[config.mk]
export PLATFORM = sky130hd
export DESIGN_NAME = cordic_vector_rotator_top
export DESIGN_NICKNAME = d
export VERILOG_FILES = /design/src/rtl/cvr_pkg.sv /design/src/rtl/cvr_stage.sv /design/src/rtl/cordic_vector_rotator_top.sv
export SDC_FILE = /design/constraint.sdc
export NUM_CORES = 1
export LEC_CHECK = 0
export ABC_AREA = 0
export BUFFER_PORTS_ARGS = -buffer_cell sky130_fd_sc_hd__buf_2
export CAP_MARGIN = 0
export CORE_UTILIZATION = 37
export DETAILED_ROUTE_END_ITERATION = 7
export PLACE_DENSITY = 0.58
export SLEW_MARGIN = 20
export SYNTH_ARGS = -nofsm -noshare
export SYNTH_HDL_FRONTEND = slang
export SYNTH_SLANG_ARGS = --single-unit
[constraint.sdc]
create_clock -name clk_i -period 3.4 [get_ports clk_i]
set_input_delay 0.34 -clock clk_i [delete_from_list [all_inputs] [get_ports clk_i]]
set_output_delay 0.34 -clock clk_i [all_outputs]
set_load 0.01 [all_outputs]
[src/rtl/cvr_pkg.sv]
// Shared constants, the stage record and the arctangent table for the CORDIC rotator.
// Used by cvr_stage and cordic_vector_rotator_top; depends on nothing else.
package cvr_pkg;

  localparam int unsigned Iterations = 8;
  localparam int unsigned IdxW       = 3;
  localparam int unsigned AngleW     = 10;
  localparam int unsigned CoordW     = 8;
  localparam int unsigned AccW       = 16;
  localparam int unsigned GainW      = 18;
  localparam int unsigned ResAngW    = 10;
  localparam int unsigned FracBits   = 7;

  localparam logic [AngleW-1:0] HalfPiFx  = AngleW'(201);
  localparam logic [AngleW-1:0] PiFx      = AngleW'(402);
  localparam logic [AngleW-1:0] ThreePiFx = AngleW'(603);
  localparam logic [AngleW-1:0] TwoPiFx   = AngleW'(804);
  localparam logic [AngleW-1:0] FivePiFx  = AngleW'(1005);

  localparam logic [1:0] QuadZero  = 2'd0;
  localparam logic [1:0] QuadOne   = 2'd1;
  localparam logic [1:0] QuadTwo   = 2'd2;
  localparam logic [1:0] QuadThree = 2'd3;

  typedef struct packed {
    logic                      vld;
    logic [1:0]                quad;
    logic signed [ResAngW-1:0] ang;
    logic signed [AccW-1:0]    x;
    logic signed [AccW-1:0]    y;
  } cvr_stage_t;

  function automatic logic signed [ResAngW-1:0] cvr_atan(input logic [IdxW-1:0] idx);
    logic signed [ResAngW-1:0] val;
    unique case (idx)
      3'd0:    val = ResAngW'(8'h65);
      3'd1:    val = ResAngW'(8'h3B);
      3'd2:    val = ResAngW'(8'h1F);
      3'd3:    val = ResAngW'(8'h10);
      3'd4:    val = ResAngW'(8'h08);
      3'd5:    val = ResAngW'(8'h04);
      3'd6:    val = ResAngW'(8'h02);
      default: val = ResAngW'(8'h01);
    endcase
    return val;
  endfunction

endpackage

[src/rtl/cvr_stage.sv]
// One CORDIC micro-rotation stage with its pipeline register.
// Depends on cvr_pkg for the stage record and the arctangent table.
module cvr_stage (
  input  logic                      clk_i,
  input  logic                      rst_ni,
  input  logic [cvr_pkg::IdxW-1:0]  idx_i,
  input  cvr_pkg::cvr_stage_t       stage_i,
  output cvr_pkg::cvr_stage_t       stage_o
);

  logic signed [cvr_pkg::AccW-1:0]    x_in, y_in, dx, dy;
  logic signed [cvr_pkg::ResAngW-1:0] atan_val;
  cvr_pkg::cvr_stage_t                stage_d, stage_q;

  assign x_in     = stage_i.x;
  assign y_in     = stage_i.y;
  assign dx       = x_in >>> idx_i;
  assign dy       = y_in >>> idx_i;
  assign atan_val = cvr_pkg::cvr_atan(idx_i);

  always_comb begin
    stage_d      = stage_i;
    // A residual angle that is not negative turns the point counterclockwise.
    if (!stage_i.ang[cvr_pkg::ResAngW-1]) begin
      stage_d.x   = x_in - dy;
      stage_d.y   = y_in + dx;
      stage_d.ang = stage_i.ang - atan_val;
    end else begin
      stage_d.x   = x_in + dy;
      stage_d.y   = y_in - dx;
      stage_d.ang = stage_i.ang + atan_val;
    end
  end

  always_ff @(posedge clk_i or negedge rst_ni) begin
    if (!rst_ni) begin
      stage_q <= '0;
    end else begin
      stage_q <= stage_d;
    end
  end

  assign stage_o = stage_q;

endmodule

[src/rtl/cordic_vector_rotator_top.sv]
// Top level of the pipelined CORDIC point rotator: quadrant fold, micro-rotation
// stages, gain correction and back-rotation. Depends on cvr_pkg and cvr_stage.
//
// Usage:
//   A request is taken at every rising edge where start_i is high and busy_o is
//   low. busy_o is always low, so a new request may enter in every cycle.
//   Each request carries angle_i (radians times 128, the low two bits are
//   ignored) and the point x_in_i, y_in_i.
//   The rotated point appears on x_out_o, y_out_o for exactly one cycle,
//   marked by strobe_o, and is taken at the edge that ends that cycle.
//   Path: a request is registered in the quadrant fold, then in one register
//   per micro-rotation stage, then in the gain correction and finally in the
//   output register.
//   Throughput: one request per cycle, set by the one-stage-per-iteration
//   pipeline; results leave in request order.
//   Reset clears all valid bits, so no strobe follows until a new request.
//   The receiver cannot stall; the pipeline never holds.
module cordic_vector_rotator_top (
  input  logic                               clk_i,
  input  logic                               rst_ni,
  input  logic                               start_i,
  output logic                               busy_o,
  input  logic [cvr_pkg::AngleW-1:0]         angle_i,
  input  logic signed [cvr_pkg::CoordW-1:0]  x_in_i,
  input  logic signed [cvr_pkg::CoordW-1:0]  y_in_i,
  output logic                               strobe_o,
  output logic signed [cvr_pkg::CoordW-1:0]  x_out_o,
  output logic signed [cvr_pkg::CoordW-1:0]  y_out_o
);

  localparam int unsigned Latency = cvr_pkg::Iterations + 3;

  logic                           accept;
  logic [cvr_pkg::AngleW-1:0]     ang_masked, ang_res;
  logic [1:0]                     quad;
  cvr_pkg::cvr_stage_t            fold_d, fold_q;
  cvr_pkg::cvr_stage_t            pipe [0:cvr_pkg::Iterations];

  logic                           gain_vld_q;
  logic [1:0]                     gain_quad_q;
  logic signed [cvr_pkg::CoordW-1:0] gx_d, gy_d, gx_q, gy_q;
  logic signed [cvr_pkg::GainW-1:0]  xw, yw, sum_x, sum_y;

  logic                              strobe_q;
  logic signed [cvr_pkg::CoordW-1:0] rx_d, ry_d, x_out_q, y_out_q;

  assign busy_o = 1'b0;
  assign accept = start_i && !busy_o;

  // Quadrant fold: count whole quarter turns (modulo 4) and keep the residue.
  assign ang_masked = {angle_i[cvr_pkg::AngleW-1:2], 2'b00};

  always_comb begin
    priority if (ang_masked >= cvr_pkg::FivePiFx) begin
      quad    = cvr_pkg::QuadOne;
      ang_res = ang_masked - cvr_pkg::FivePiFx;
    end else if (ang_masked >= cvr_pkg::TwoPiFx) begin
      quad    = cvr_pkg::QuadZero;
      ang_res = ang_masked - cvr_pkg::TwoPiFx;
    end else if (ang_masked >= cvr_pkg::ThreePiFx) begin
      quad    = cvr_pkg::QuadThree;
      ang_res = ang_masked - cvr_pkg::ThreePiFx;
    end else if (ang_masked >= cvr_pkg::PiFx) begin
      quad    = cvr_pkg::QuadTwo;
      ang_res = ang_masked - cvr_pkg::PiFx;
    end else if (ang_masked >= cvr_pkg::HalfPiFx) begin
      quad    = cvr_pkg::QuadOne;
      ang_res = ang_masked - cvr_pkg::HalfPiFx;
    end else begin
      quad    = cvr_pkg::QuadZero;
      ang_res = ang_masked;
    end
  end

  always_comb begin
    fold_d.vld  = accept;
    fold_d.quad = quad;
    fold_d.ang  = $signed(cvr_pkg::ResAngW'(ang_res));
    fold_d.x    = $signed({{(cvr_pkg::AccW - cvr_pkg::CoordW - cvr_pkg::FracBits){x_in_i[7]}},
                           x_in_i, {cvr_pkg::FracBits{1'b0}}});
    fold_d.y    = $signed({{(cvr_pkg::AccW - cvr_pkg::CoordW - cvr_pkg::FracBits){y_in_i[7]}},
                           y_in_i, {cvr_pkg::FracBits{1'b0}}});
  end

  always_ff @(posedge clk_i or negedge rst_ni) begin
    if (!rst_ni) begin
      fold_q <= '0;
    end else begin
      fold_q <= fold_d;
    end
  end

  assign pipe[0] = fold_q;

  for (genvar g = 0; g < cvr_pkg::Iterations; g++) begin : g_iter
    cvr_stage u_stage (
      .clk_i   (clk_i),
      .rst_ni  (rst_ni),
      .idx_i   (cvr_pkg::IdxW'(g)),
      .stage_i (pipe[g]),
      .stage_o (pipe[g+1])
    );
  end

  // Gain correction of about 0.6094, formed at full width; only the low output
  // bits survive the final truncation, so bits 14..7 of the sum are kept.
  assign xw    = cvr_pkg::GainW'(pipe[cvr_pkg::Iterations].x);
  assign yw    = cvr_pkg::GainW'(pipe[cvr_pkg::Iterations].y);
  assign sum_x = (xw >>> 6) + (xw >>> 5) + (xw >>> 4) + (xw >>> 1);
  assign sum_y = (yw >>> 6) + (yw >>> 5) + (yw >>> 4) + (yw >>> 1);
  assign gx_d  = sum_x[cvr_pkg::FracBits +: cvr_pkg::CoordW];
  assign gy_d  = sum_y[cvr_pkg::FracBits +: cvr_pkg::CoordW];

  always_ff @(posedge clk_i or negedge rst_ni) begin
    if (!rst_ni) begin
      gain_vld_q <= 1'b0;
    end else begin
      gain_vld_q <= pipe[cvr_pkg::Iterations].vld;
    end
  end

  always_ff @(posedge clk_i) begin
    gain_quad_q <= pipe[cvr_pkg::Iterations].quad;
    gx_q        <= gx_d;
    gy_q        <= gy_d;
  end

  // Rotate back by the counted quarter turns.
  always_comb begin
    unique case (gain_quad_q)
      cvr_pkg::QuadOne: begin
        rx_d = -gy_q;
        ry_d = gx_q;
      end
      cvr_pkg::QuadTwo: begin
        rx_d = -gx_q;
        ry_d = -gy_q;
      end
      cvr_pkg::QuadThree: begin
        rx_d = gy_q;
        ry_d = -gx_q;
      end
      default: begin
        rx_d = gx_q;
        ry_d = gy_q;
      end
    endcase
  end

  always_ff @(posedge clk_i or negedge rst_ni) begin
    if (!rst_ni) begin
      strobe_q <= 1'b0;
    end else begin
      strobe_q <= gain_vld_q;
    end
  end

  always_ff @(posedge clk_i) begin
    x_out_q <= rx_d;
    y_out_q <= ry_d;
  end

  assign strobe_o = strobe_q;
  assign x_out_o  = x_out_q;
  assign y_out_o  = y_out_q;

  // Every request yields a result strobe.
  a_req_gives_result: assert property (@(posedge clk_i) disable iff (!rst_ni)
    accept |-> ##Latency strobe_o)
    else $error("request did not produce a result at the expected latency");

  // No result appears without a request at the matching earlier edge.
  a_result_has_req: assert property (@(posedge clk_i) disable iff (!rst_ni)
    strobe_o |-> $past(accept, Latency))
    else $error("result strobe without a matching request");

  // The folded angle always lies inside the first quadrant.
  a_fold_range: assert property (@(posedge clk_i) disable iff (!rst_ni)
    fold_q.vld |-> (!fold_q.ang[cvr_pkg::ResAngW-1] &&
                    fold_q.ang <= $signed(cvr_pkg::ResAngW'(200))))
    else $error("folded angle outside the first quadrant");

  // The origin stays at the origin for any angle.
  a_origin_fixed: assert property (@(posedge clk_i) disable iff (!rst_ni)
    (accept && x_in_i == '0 && y_in_i == '0) |-> ##Latency
      (x_out_o == '0 && y_out_o == '0))
    else $error("rotation of the origin gave a nonzero point");

endmodule
==> impl_metrics.json, run 1 <==
{
  "syn-num-nets": 3033,
  "relSlewSlack": 0.404,
  "synthMuxAreaShare": 0.0197,
  "grt_antenna_before_repair": 0,
  "max_cap_viol_count": 0,
  "mostFrequentLayoutCell": "dfrtp_1",
  "dpl.cell_count": 3575,
  "cts.clk_slew.worst_paths_ns": 0.06,
  "max_freq_mhz": 309,
  "synth_xor_area_frac": 0.122,
  "start_kind": "flip-flop",
  "ys_seq_area_frac": 0.347,
  "yosysUniqueCellTypes": 92,
  "finalMaxSlewViolations": 0,
  "synth_top_family_by_area": "adder cells",
  "ys_ff_latch": 359,
  "drtIter0Drc": 850,
  "status": "finished clean",
  "htreeDepth": 2,
  "drive_gt1_frac": 0.0962,
  "num_rows": 95,
  "syn_inst": 2645,
  "synth_compound_area_frac": 0.159,
  "die-area_um2": 69600,
  "hpwl_um": 44200,
  "finalHoldViolations": 0,
  "fp.coreArea_um2": 67500,
  "antenna_cells": 0,
  "clk_path_buf_depth": 3,
  "endpoint_kind": "flip-flop",
  "yosys_most_used_dff": "dfrtp_1",
  "min_period_over_period": 0.952,
  "critPathMaxFanout": 5,
  "arrival_ns": 3.70,
  "crit_required_ns": 3.86,
  "routed_wl_um": 56500,
  "viasPerCell": 5.18,
  "synthArstFlopShare": 0.905,
  "synth-simple-area-share": 0.116,
  "fp.dieH_um": 264,
  "grt_pass1_wl_um": 94800,
  "grtUsageTotal": 0.164,
  "synth_edf_count": 0,
  "fillers": 6556,
  "cts.sinks": 359,
  "start_util": 0.376,
  "place_area_um2": 27000,
  "crit_chain": "inv_1, buf_4, fa_1, inv_1, fa_1, ha_1, a21o_1, a21o_1, a221o_1, a41oi_2, nor3b_2, nor2_1",
  "layout_common_cells": "dfrtp_1, ha_1, a21oi_1, xnor2_1, nor2_1",
  "grt_max_degree": 93,
  "io_buffers": 43,
  "fin_util": 0.427,
  "hp-class": "in2reg",
  "cts_tree": "done",
  "finalSetupViolations": 0,
  "cts-root-buf": "clkbuf_16",
  "grt_pass1_vias": 19500,
  "globalplace.congestion": 0.898,
  "rsz0062_at_grt": "yes",
  "min_period_ns": 3.24,
  "fin_nets": 3162,
  "syn-mean-instance-area_um2": 9.59,
  "stdcell_count": 3679,
  "firstDrtPassIters": 7,
  "yosysWarnings": 0,
  "cts_made_buffers": 43,
  "io_pins": 47,
  "netlist_area_um2": 25400,
  "antenna_left": 0,
  "syn2layout_area_growth_pct": 13.7,
  "clock_latency_ns": 0.58,
  "tightest_slew_ns": 0.893,
  "wl_per_cell_um": 15.3,
  "die_w_um": 264,
  "design_area_um2": 28800,
  "slowest_delay_ns": 0.53,
  "vias": 19100,
  "final.setup.tns_ns": 0,
  "criticalPathCategory": "reg2reg",
  "synthAdderAreaFrac": 0.195,
  "drc": 0,
  "overflow": 0,
  "finClkSkew_ns": 0.0232,
  "slowest_stage": "fa_1"
}
[worst max-delay path: cells and delay by family, from the launching register on]
| family | cells | cell delay [ns] |
|---|---|---|
| AOI/OAI and AO/OA | 4 | 0.98 |
| adders and majority gates | 3 | 1.28 |
| buffers and inverters | 3 | 0.26 |
| DFF | 1 | 0.34 |
| and+or+nand+nor | 2 | 0.26 |
[cell families (layout without fill, tap and decap cells)]
logic type,Yosys count,count (layout)
AOI/OAI and AO/OA,640,640
xor gates and xnor gates,353,353
adders and majority gates,359,359
buffers and inverters,277,438
DFF,359,359
muxes,43,43
other,1,1
and+or+nand+nor,613,613
[registers in the layout, summed over array words and instances (netlist names)]
| signal | cells |
|---|---|
| fold_q | 28 |
| g_iter.u_stage.stage_o | 295 |
| gain_quad_q | 2 |
| gain_vld_q | 1 |
| gx_q | 8 |
| gy_q | 8 |
| strobe_o | 1 |
| x_out_o | 8 |
| y_out_o | 8 |
[timing repair]
item | 4_1_cts | 5_1_grt
gates resized for setup | 1 | 39
endpoints found under the hold margin | 103 | 0
endpoints found under the setup margin | 2 | 23
pin swaps | 1 | 11
hold buffers | 18 | 0
buffers inserted | 0 | 9
[area by class of cell]
class / instances / area (um^2) / share of cell area
flip-flops and latches: 359 / 8810 / 0.306
well taps: 873 / 1090 / 0.0379
inverters: 227 / 852 / 0.0295
repair buffers: 134 / 1000 / 0.0348
clock inverters: 14 / 165 / 0.00573
multi-input cells: 2009 / 15600 / 0.542
clock buffers: 63 / 1270 / 0.0442
[synthesized netlist by cell type (10+ instances only)]
library cell  instances  share of area
a211oi_1             16         0.0047
a21o_1               59          0.017
a21oi_1             263          0.052
a31oi_1              22         0.0054
and2_1               12         0.0030
and3_1               15         0.0037
clkbuf_1             39         0.0058
dfrtp_1             325           0.32
dfxtp_1              34          0.027
fa_1                 60          0.047
ha_1                299           0.15
inv_1               226          0.033
mux2_2               15         0.0067
mux2i_1              23         0.0091
nand2_1             107          0.016
nand2b_1             23         0.0057
nand3_1              31         0.0061
nand4_1              11         0.0027
nor2_1              222          0.033
nor2b_1              25         0.0062
nor3_1               82          0.016
nor3b_1              10         0.0030
nor4_1               21         0.0052
o211ai_1             10         0.0030
o21a_1               22         0.0065
o21ai_0             101          0.020
o21bai_1             40          0.012
or2_2                10         0.0025
or3_1                17         0.0042
xnor2_1             228          0.079
xor2_1              124          0.043
[metal layers]
| metal | wire length (um) | GRT usage | vias up |
|---|---|---|---|
| met2 | 28100 | 0.289 | 255 |
| met5 | 0 | 0 | - |
| met1 | 24800 | 0.202 | 9241 |
| li1 | - | - | 9467 |
| met3 | 1740 | 0.0217 | 109 |
| met4 | 1860 | 0.0638 | 0 |
[through the flow]
| stage | hold WS, ns | worst slack (ns) |
|---|---|---|
| after floorplan | 0.0444 | 0.166 |
| after global placement | 0.331 | 0.00186 |
| after detailed placement | 0.336 | -0.0134 |
| after CTS | 0.137 | 0.0108 |
| after global routing | 0.179 | -0.0136 |
| final | 0.185 | 0.165 |
[worst paths after layout]
kind                                                  to  cells after the start  slack (ns)                           from
setup reg to reg                                 gy_q[6]                     12        0.16   g_iter[7].u_stage.stage_o[7]
hold / removal                                fold_q[38]                      3        0.18                     angle_i[6]
min in group asynchronous  g_iter[3].u_stage.stage_o[28]                      2        0.36                         rst_ni
max in group asynchronous  g_iter[3].u_stage.stage_o[44]                      3        2.07                         rst_ni
setup / recovery                                 gy_q[6]                     12        0.16   g_iter[7].u_stage.stage_o[7]
hold reg to reg            g_iter[4].u_stage.stage_o[42]                      0        0.34  g_iter[3].u_stage.stage_o[42]
Power of run 1 is not shown: default switching activity piles up to over one toggle a cycle in this logic, so the estimate is an artifact.
==> inputs of run 2 (changes only) <==
--- a/config.mk
+++ b/config.mk
@@ -5,7 +5,7 @@
 export SDC_FILE = /design/constraint.sdc
 export NUM_CORES = 1
 export LEC_CHECK = 0
-export ABC_AREA = 0
+export ABC_AREA = 1
 export BUFFER_PORTS_ARGS = -buffer_cell sky130_fd_sc_hd__buf_2
 export CAP_MARGIN = 0
 export CORE_UTILIZATION = 37
==> run 2 against run 1 <==
Compared with the run above: final area grew 3.1%; global-route usage is 0.38 points lower; via count increased by 9.8%; sequential share of layout area fell by 0.91 points; worst hold slack lost 0.14 ns; flip-flop and latch count stayed put.
==> impl_metrics.json, run 2 <==
{
  "netlist_area_um2": 26700,
  "min_period_over_period": 0.897,
  "reg2reg_slack_ns": 0.35,
  "finalMaxSlewViolations": 0,
  "crit_required_ns": 3.86,
  "overflow": 0,
  "start_util": 0.373,
  "antenna_cells": 0,
  "critPathMaxFanout": 4,
  "ys_ff_latch": 359,
  "syn2layout_area_growth_pct": 11.4,
  "wl_per_cell_um": 13.3,
  "synth_edf_count": 0,
  "routed_wl_um": 58100,
  "synth_common_cells": "nand2_1, inv_1, dfrtp_1",
  "fillers": 7276,
  "cts-root-buf": "clkbuf_16",
  "synth_area_leaders": "dfrtp_1, ha_1, nand2_1",
  "cts.clk_slew.worst_paths_ns": 0.06,
  "finalHoldViolations": 0,
  "cts_made_buffers": 43,
  "grt_antenna_before_repair": 0,
  "tightest_slew_ns": 0.956,
  "ctsResizeCount": 0,
  "cts.sinks": 359,
  "drive_gt1_frac": 0.0526,
  "largest_reg_flops": 295,
  "die_w_um": 271,
  "status": "finished clean",
  "yosysWarnings": 0,
  "finClkSkew_ns": 0.0357,
  "ys_seq_area_frac": 0.330,
  "firstDrtPassIters": 7,
  "endpoint_kind": "flip-flop",
  "io_pins": 47,
  "start_kind": "flip-flop",
  "finalSetupViolations": 0,
  "criticalPathCategory": "reg2reg",
  "syn-mean-instance-area_um2": 8.14,
  "num_rows": 98,
  "cts_tree": "done",
  "clk_path_buf_depth": 3,
  "max_cap_viol_count": 0,
  "fp.coreArea_um2": 71500,
  "rr_worst_depth": 10,
  "yosysTopAreaCell": "dfrtp_1",
  "grtUsageTotal": 0.160,
  "drtIter0Drc": 994,
  "max_freq_mhz": 328,
  "globalplace.congestion": 0.878,
  "hp-class": "in2reg",
  "yosys_most_used_dff": "dfrtp_1",
  "yosysMostFrequentCell": "nand2_1",
  "io_buffers": 43,
  "mostFrequentLayoutCell": "nand2_1",
  "final.setup.tns_ns": 0,
  "layout_common_cells": "nand2_1, inv_1, dfrtp_1, ha_1, a21oi_1",
  "min_path_cells": 2,
  "arrival_ns": 3.51,
  "drc": 0,
  "die-area_um2": 73200,
  "grt_pass1_wl_um": 98400,
  "vias": 20900,
  "syn-num-nets": 3668,
  "antenna_left": 0,
  "yosysUniqueCellTypes": 54,
  "syn_inst": 3280,
  "synth_top_area_frac": 0.305,
  "rsz0062_at_grt": "no",
  "fp.dieH_um": 271,
  "hpwl_um": 46500,
  "relSlewSlack": 0.361,
  "synthArstFlopShare": 0.905,
  "min_period_ns": 3.05,
  "fin_nets": 3762,
  "htreeDepth": 2,
  "clock_latency_ns": 0.59,
  "grt_pass1_vias": 20400,
  "viasPerCell": 4.81,
  "grt_max_degree": 86
}
-- run 2: cell count changes after synthesis, moves of 21 or more --
cell      before  now
nor3_1        82   25
xnor2_1      228   77
o21ai_0      101  158
nor2b_1       25    0
nand3_1       31  152
clkbuf_1      39   10
mux2i_1       23    2
nand2_1      107  647
xor2_1       124  259
o21ai_1        6   35
inv_1        226  449
a21o_1        59   21
nand2b_1      23    0
-- run 2: critical path, stage by stage, from the launching register on --
cell and delay (ns):
dfrtp_1 0.35, inv_1 0.20, fa_1 0.45, inv_1 0.08, fa_1 0.42, ha_1 0.36
a21oi_1 0.13, o21ai_0 0.09, a21boi_0 0.39, o21ai_0 0.27, xor2_1 0.19
-- run 2: worst paths after layout --
| path | start | to |
|---|---|---|
| worst max-delay path | g_iter[7].u_stage.stage_o[23] | gx_q[7] |
| worst min-delay path | angle_i[2] | fold_q[34] |
| worst max register to register | g_iter[7].u_stage.stage_o[23] | gx_q[7] |
| worst min register to register | g_iter[0].u_stage.stage_o[42] | g_iter[1].u_stage.stage_o[42] |
| max in group asynchronous | rst_ni | g_iter[4].u_stage.stage_o[38] |
| min in group asynchronous | rst_ni | g_iter[2].u_stage.stage_o[26] |
-- run 2: cell type report --
class	count	area, um^2	area share
repair buffers	79	566	0.0190
clock inverters	23	213	0.00716
inverters	463	1740	0.0585
flip-flops and latches	359	8810	0.296
well taps	950	1190	0.0400
clock buffers	54	1210	0.0407
multi-input cells	2428	16000	0.538
-- run 2: cell families after synthesis --
family / count (synthesis) / share of synthesized area
and+or+nand+nor: 1138 / 0.178
AOI/OAI and AO/OA: 592 / 0.125
buffers and inverters: 493 / 0.0705
adders and majority gates: 359 / 0.185
DFF: 359 / 0.330
xor gates and xnor gates: 336 / 0.110
muxes: 2 / 0.000750
other: 1 / 0.000140
-- run 2: layer usage --
layer,vias to the layer above,routed length (um),global-route usage
met5,-,0,0
met4,0,1140,0.0425
met3,77,1980,0.0199
met2,290,27100,0.270
met1,9642,27900,0.215
li1,10900,-,-
-- run 2: timing repair --
| item | in CTS | in global routing |
|---|---|---|
| hold endpoints to repair | 96 | 0 |
| hold buffers | 18 | 0 |
| buffers inserted | 0 | 0 |
-- run 2: metrics by stage --
stage,cells,instance area [um^2],util,setup WS (ns),hold WS [ns]
2_1_floorplan,3280,26700,-,0.732,0.0444
3_3_place_gp,4261,28100,0.393,0.311,0.325
3_5_place_dp,4261,28100,0.393,0.307,0.327
4_1_cts,4356,29700,0.416,0.287,0.00675
5_1_grt,4356,29700,0.416,0.0243,0.0203
6_report,4356,29700,0.416,0.350,0.0416
Power of run 2 is left out for the same reason.
